<file path="config.mk">
export PLATFORM = sky130hd
export DESIGN_NAME = nfba_ram
export DESIGN_NICKNAME = d
export VERILOG_FILES = /design/src/rtl/nfba_ram.sv
export SDC_FILE = /design/constraint.sdc
export NUM_CORES = 1
export LEC_CHECK = 0
export BUFFER_PORTS_ARGS = -buffer_cell sky130_fd_sc_hd__buf_2
export CAP_MARGIN = 40
export CORE_MARGIN = 4
export CORE_UTILIZATION = 30
export CTS_BUF_LIST = sky130_fd_sc_hd__clkbuf_4
export DETAILED_ROUTE_END_ITERATION = 7
export SYNTH_ARGS = -nofsm -noshare
export SYNTH_HDL_FRONTEND = slang
export SYNTH_SLANG_ARGS = --single-unit
</file>
<file path="constraint.sdc">
create_clock -name clk -period 2.5 [get_ports clk]
set_clock_uncertainty 0.15 [all_clocks]
set_input_delay 0.75 -clock clk [delete_from_list [all_inputs] [get_ports clk]]
set_output_delay 0.75 -clock clk [all_outputs]
set_load 0.03 [all_outputs]
</file>
<file path="src/rtl/nfba_ram.sv">
// Generic simple dual-port RAM, one write and one registered read port.
// No dependencies.
module nfba_ram #(
  parameter int unsigned WIDTH = 8,
  parameter int unsigned DEPTH = 16
) (
  input  logic                     clk,
  input  logic                     we,
  input  logic [$clog2(DEPTH)-1:0] waddr,
  input  logic [WIDTH-1:0]         wdata,
  input  logic [$clog2(DEPTH)-1:0] raddr,
  output logic [WIDTH-1:0]         rdata
);

  logic [WIDTH-1:0] mem [DEPTH];

  always_ff @(posedge clk) begin
    if (we) begin
      mem[waddr] <= wdata;
    end
    rdata <= mem[raddr];
  end

endmodule

</file>
; ---- Yosys cells after proc, flatten, opt, wreduce, memory -nomap -nowiden
; Memory sizes are Yosys's and may differ from the RTL's. A register that Yosys moved wholly into a read port is not among the register bits.
; Index checks and enable logic that the tools add are counted.
[totals]
register_bits = 0
memories = 1
ramBits = 128
output_inout_bits = 8
inputBits = 18
[op_classes]
n_mux = 2
[mem_list]
columns = name, depth, width, rd, rd_ports_with_merged_regs, wr, line
row1 = mem, 16, 8, 1, 1, 1, 15  ; logic [WIDTH-1:0] mem [DEPTH];
[ops]
columns = cell, n
row1 = 2-to-1 mux 1 bit, 2

; ---- Longest topological paths before layout
[depth]
ltp_word = 2
depth_mapped = 5
ltp_nobuf = 3

; ---- Worst setup path after synthesis
; Ideal clock, no wire load.
[synth_timing]
path_type = input to register
startpoint = in waddr[2]
endpoint = mem mem[0][0], enable pin
setup_time_ns = 0.383
path_slack_ns = 0.107
required_ns = 1.967
stages = 2
t_arrival_ns = 1.860
path_cell_list = or3b_2 -> nor3_1
[synth_rtl]
columns = item, line
row1 = "start, declared", 9  ; input logic [$clog2(DEPTH)-1:0] waddr,
row2 = "end, declared", 15
; No word-level cell before the write port.

; ---- Final worst setup path
[layout_timing]
startpoint = reg rdata[7], read port of mem
endpoint = out rdata[7]
[layout_rtl]
columns = item, line
row1 = "start, declared", 12  ; output logic [WIDTH-1:0] rdata
; No word-level cell between the ends.

==> results.tsv <==
stage	metric	value	unit
final_layout	drive_above_1_share	32.21	%
final_layout	syn2layout_area_growth	15.58	%
yosys	synth-seq-cells	136	
yosys	syn_nets	247	
setup_path	cpLargestDelayFamily	flip-flops	
timing	min_period	2.062	ns
yosys	synth_cell_types	19	
timing	totalNegativeSetupSlack	0	ns
clock_network	cts-root-buf	clkbuf_4	
setup_path	cp.arrival	1.16	ns
placement	globalplace.congestion	0.7572	
final_layout	nets	303	
final_layout	layout.cells.non_filler	518	
yosys	syn_area_per_cell	22.48	µm²
clock_network	path_clk_slew	0.11	ns
clock_network	clock_sinks	136	
clock_network	post_cts_buffers	0	
yosys	yosysTopAreaCellShare	74.67	%
timing	maxSlewViolCount	0	
die	initial_core_util	30.82	%
yosys	synth_area_leaders	edfxtp_1 75%, mux4_2 7.9%, mux4_1 7.1%	
placement	io_buffer_count	25	
timing	fmax	484.9	MHz
setup_path	crit_chain	buf_2	
clock_network	tritoncts	built	
yosys	yosysWarnings	0	
global_routing	grt_pass1_wl	15150	µm
setup_path	cp_max_fo	1	
drt	wl	10010	µm
setup_path	startpoint_type	flip-flop	
timing	finalHoldViolations	0	
die	die_h	139.0	µm
timing	fin_ws	0.4376	ns
clock_network	cts_resized	0	
final_layout	final_core_util	35.62	%
clock_network	htree_levels	4	
timing	whs	0.4575	ns
setup_path	crit_slowest_cell	dfxtp_1	
clock_network	cts_made_buffers	17	
setup_path	required	1.60	ns
global_routing	grt_overflow	0	
timing	rsz0062_at_grt	false	
die	row_count	47	
timing	period_share	82.50	%
drt	drt_pass1_iterations	4	
placement	dp_hpwl	6664	µm
final_layout	diodes	0	
run_status	outcome	finished, final reports clean	
die	core	16700	µm²
timing	relSlewSlack	72.31	%
power	power_density	716.2	nW/µm²
setup_path	critPathMaxStageDelay	0.41	ns
power	leakage	1.985	nW
timing	worstMarginPinSlew	0.4153	ns
global_routing	grt_pass1_vias	2474	
yosys	synth_top_area_cell	edfxtp_1	
clock_network	clock_latency	0.51	ns
drt	first_iter_violations	206	
drt	post-route-drc-count	0	
worst_hold_path	hold_path_class	in2reg	
run	cap_violations	0	
placement	pre_cts_slack	0.1710	ns
clock_network	clock_path_buffers	2	
drt	wl_per_cell	19.32	µm
drt	ant_nets	0	
power	ir_worst_vdd	295.7	µV
die	pin_count	26	
setup_path	path_class	reg2out	
drt	vias_per_cell	4.647	
setup_path	crit_path_end_kind	output pin	
die	dieWidth	139.0	µm
yosys	seq_area_frac_synth	77.78	%
global_routing	grt_max_degree	18	
timing	finalSetupViolations	0	
yosys	synth_cells	229	
global_routing	antenna_found_initial	0	
global_routing	grt_use_total	10.65	%
drt	vias	2407	
placement	dpl.cell_count	486	
yosys	syn-cell-area	5147	µm²
setup_path	crit_buf_inv	1	
die	die_area	19320	µm²
clock_network	cts_hold_buf	0	
[kinds of logic after synthesis]
| logic type | share of synthesized area, % |
|---|---|
| AO/OA/AOI/OAI | 2.334 |
| buffers and inverters | 1.677 |
| flip-flops | 77.78 |
| multiplexers | 15.02 |
| AND/OR/NAND/NOR | 3.184 |
[cell type report]
class | count | area, µm²
multi-input cells | 83 | 1057
fillers | 1548 | 10750
flip-flops and latches | 136 | 4004
repair buffers | 47 | 327.8
well taps | 220 | 275.3
clock buffers | 20 | 150.1
clock inverters | 12 | 135.1
[flip-flops by register name, indices dropped and copies added (netlist names)]
signal	flops
mem	128
rdata	8
[metal layers]
metal	part of all wire [%]	routed length (µm)	GRT usage, %	up-vias
li1	-	-	-	1086
met3	5.5	552	3.448	10
met4	0.95	95	3.090	0
met2	46	4616	15.78	69
met1	47	4743	15.12	1242
met5	0	0	0	-
[layout by cell type (no fill, tap or decap), drive strengths merged]
cell type | synthesis | final
clkinv | 0 | 8
clkinvlp | 0 | 1
or3b | 1 | 1
nand2 | 9 | 9
nor2b | 1 | 1
and2 | 1 | 1
a22oi | 16 | 16
nand3 | 1 | 1
edfxtp | 128 | 128
nor3 | 4 | 4
bufinv | 0 | 3
and2b | 1 | 1
nand2b | 2 | 2
buf | 7 | 47
dfxtp | 8 | 8
nand3b | 2 | 2
nor2 | 13 | 13
mux4 | 32 | 32
clkbuf | 0 | 20
[cells in the mapped netlist (all sizes together)]
| cell | n |
|---|---|
| nor3 | 4 |
| and2 | 1 |
| or3b | 1 |
| buf | 7 |
| nand2b | 2 |
| edfxtp | 128 |
| mux4 | 32 |
| nand2 | 9 |
| nand3 | 1 |
| nor2 | 13 |
| nor2b | 1 |
| clkdlybuf4s25 | 3 |
| a22oi | 16 |
| and2b | 1 |
| nand3b | 2 |
| dfxtp | 8 |
[worst paths after layout]
check	to	start	cells past startpoint	slack [ns]
max	rdata[7]	rdata[7]	1	0.44
min	mem[14][6]	wdata[6]	1	0.46
max reg2reg	rdata[4]	mem[3][4]	3	0.98
min reg2reg	rdata[3]	mem[12][3]	3	0.52
[power by group]
part           total (mW)  internal [mW]  switching, mW
Combinational       0.270          0.108          0.162
Sequential           2.56           2.54         0.0155
Clock                1.43          0.710          0.722
[through the flow]
| stage | instance area, µm² | power [mW] |
|---|---|---|
| global placement | 5664 | 2.881 |
| detailed placement | 5664 | 2.888 |
| floorplan | 5147 | 2.767 |
| CTS | 5949 | 4.323 |
| finish | 5949 | 4.261 |
| global route | 5949 | 4.444 |
No activity file was read; power rests on OpenSTA's default activity.
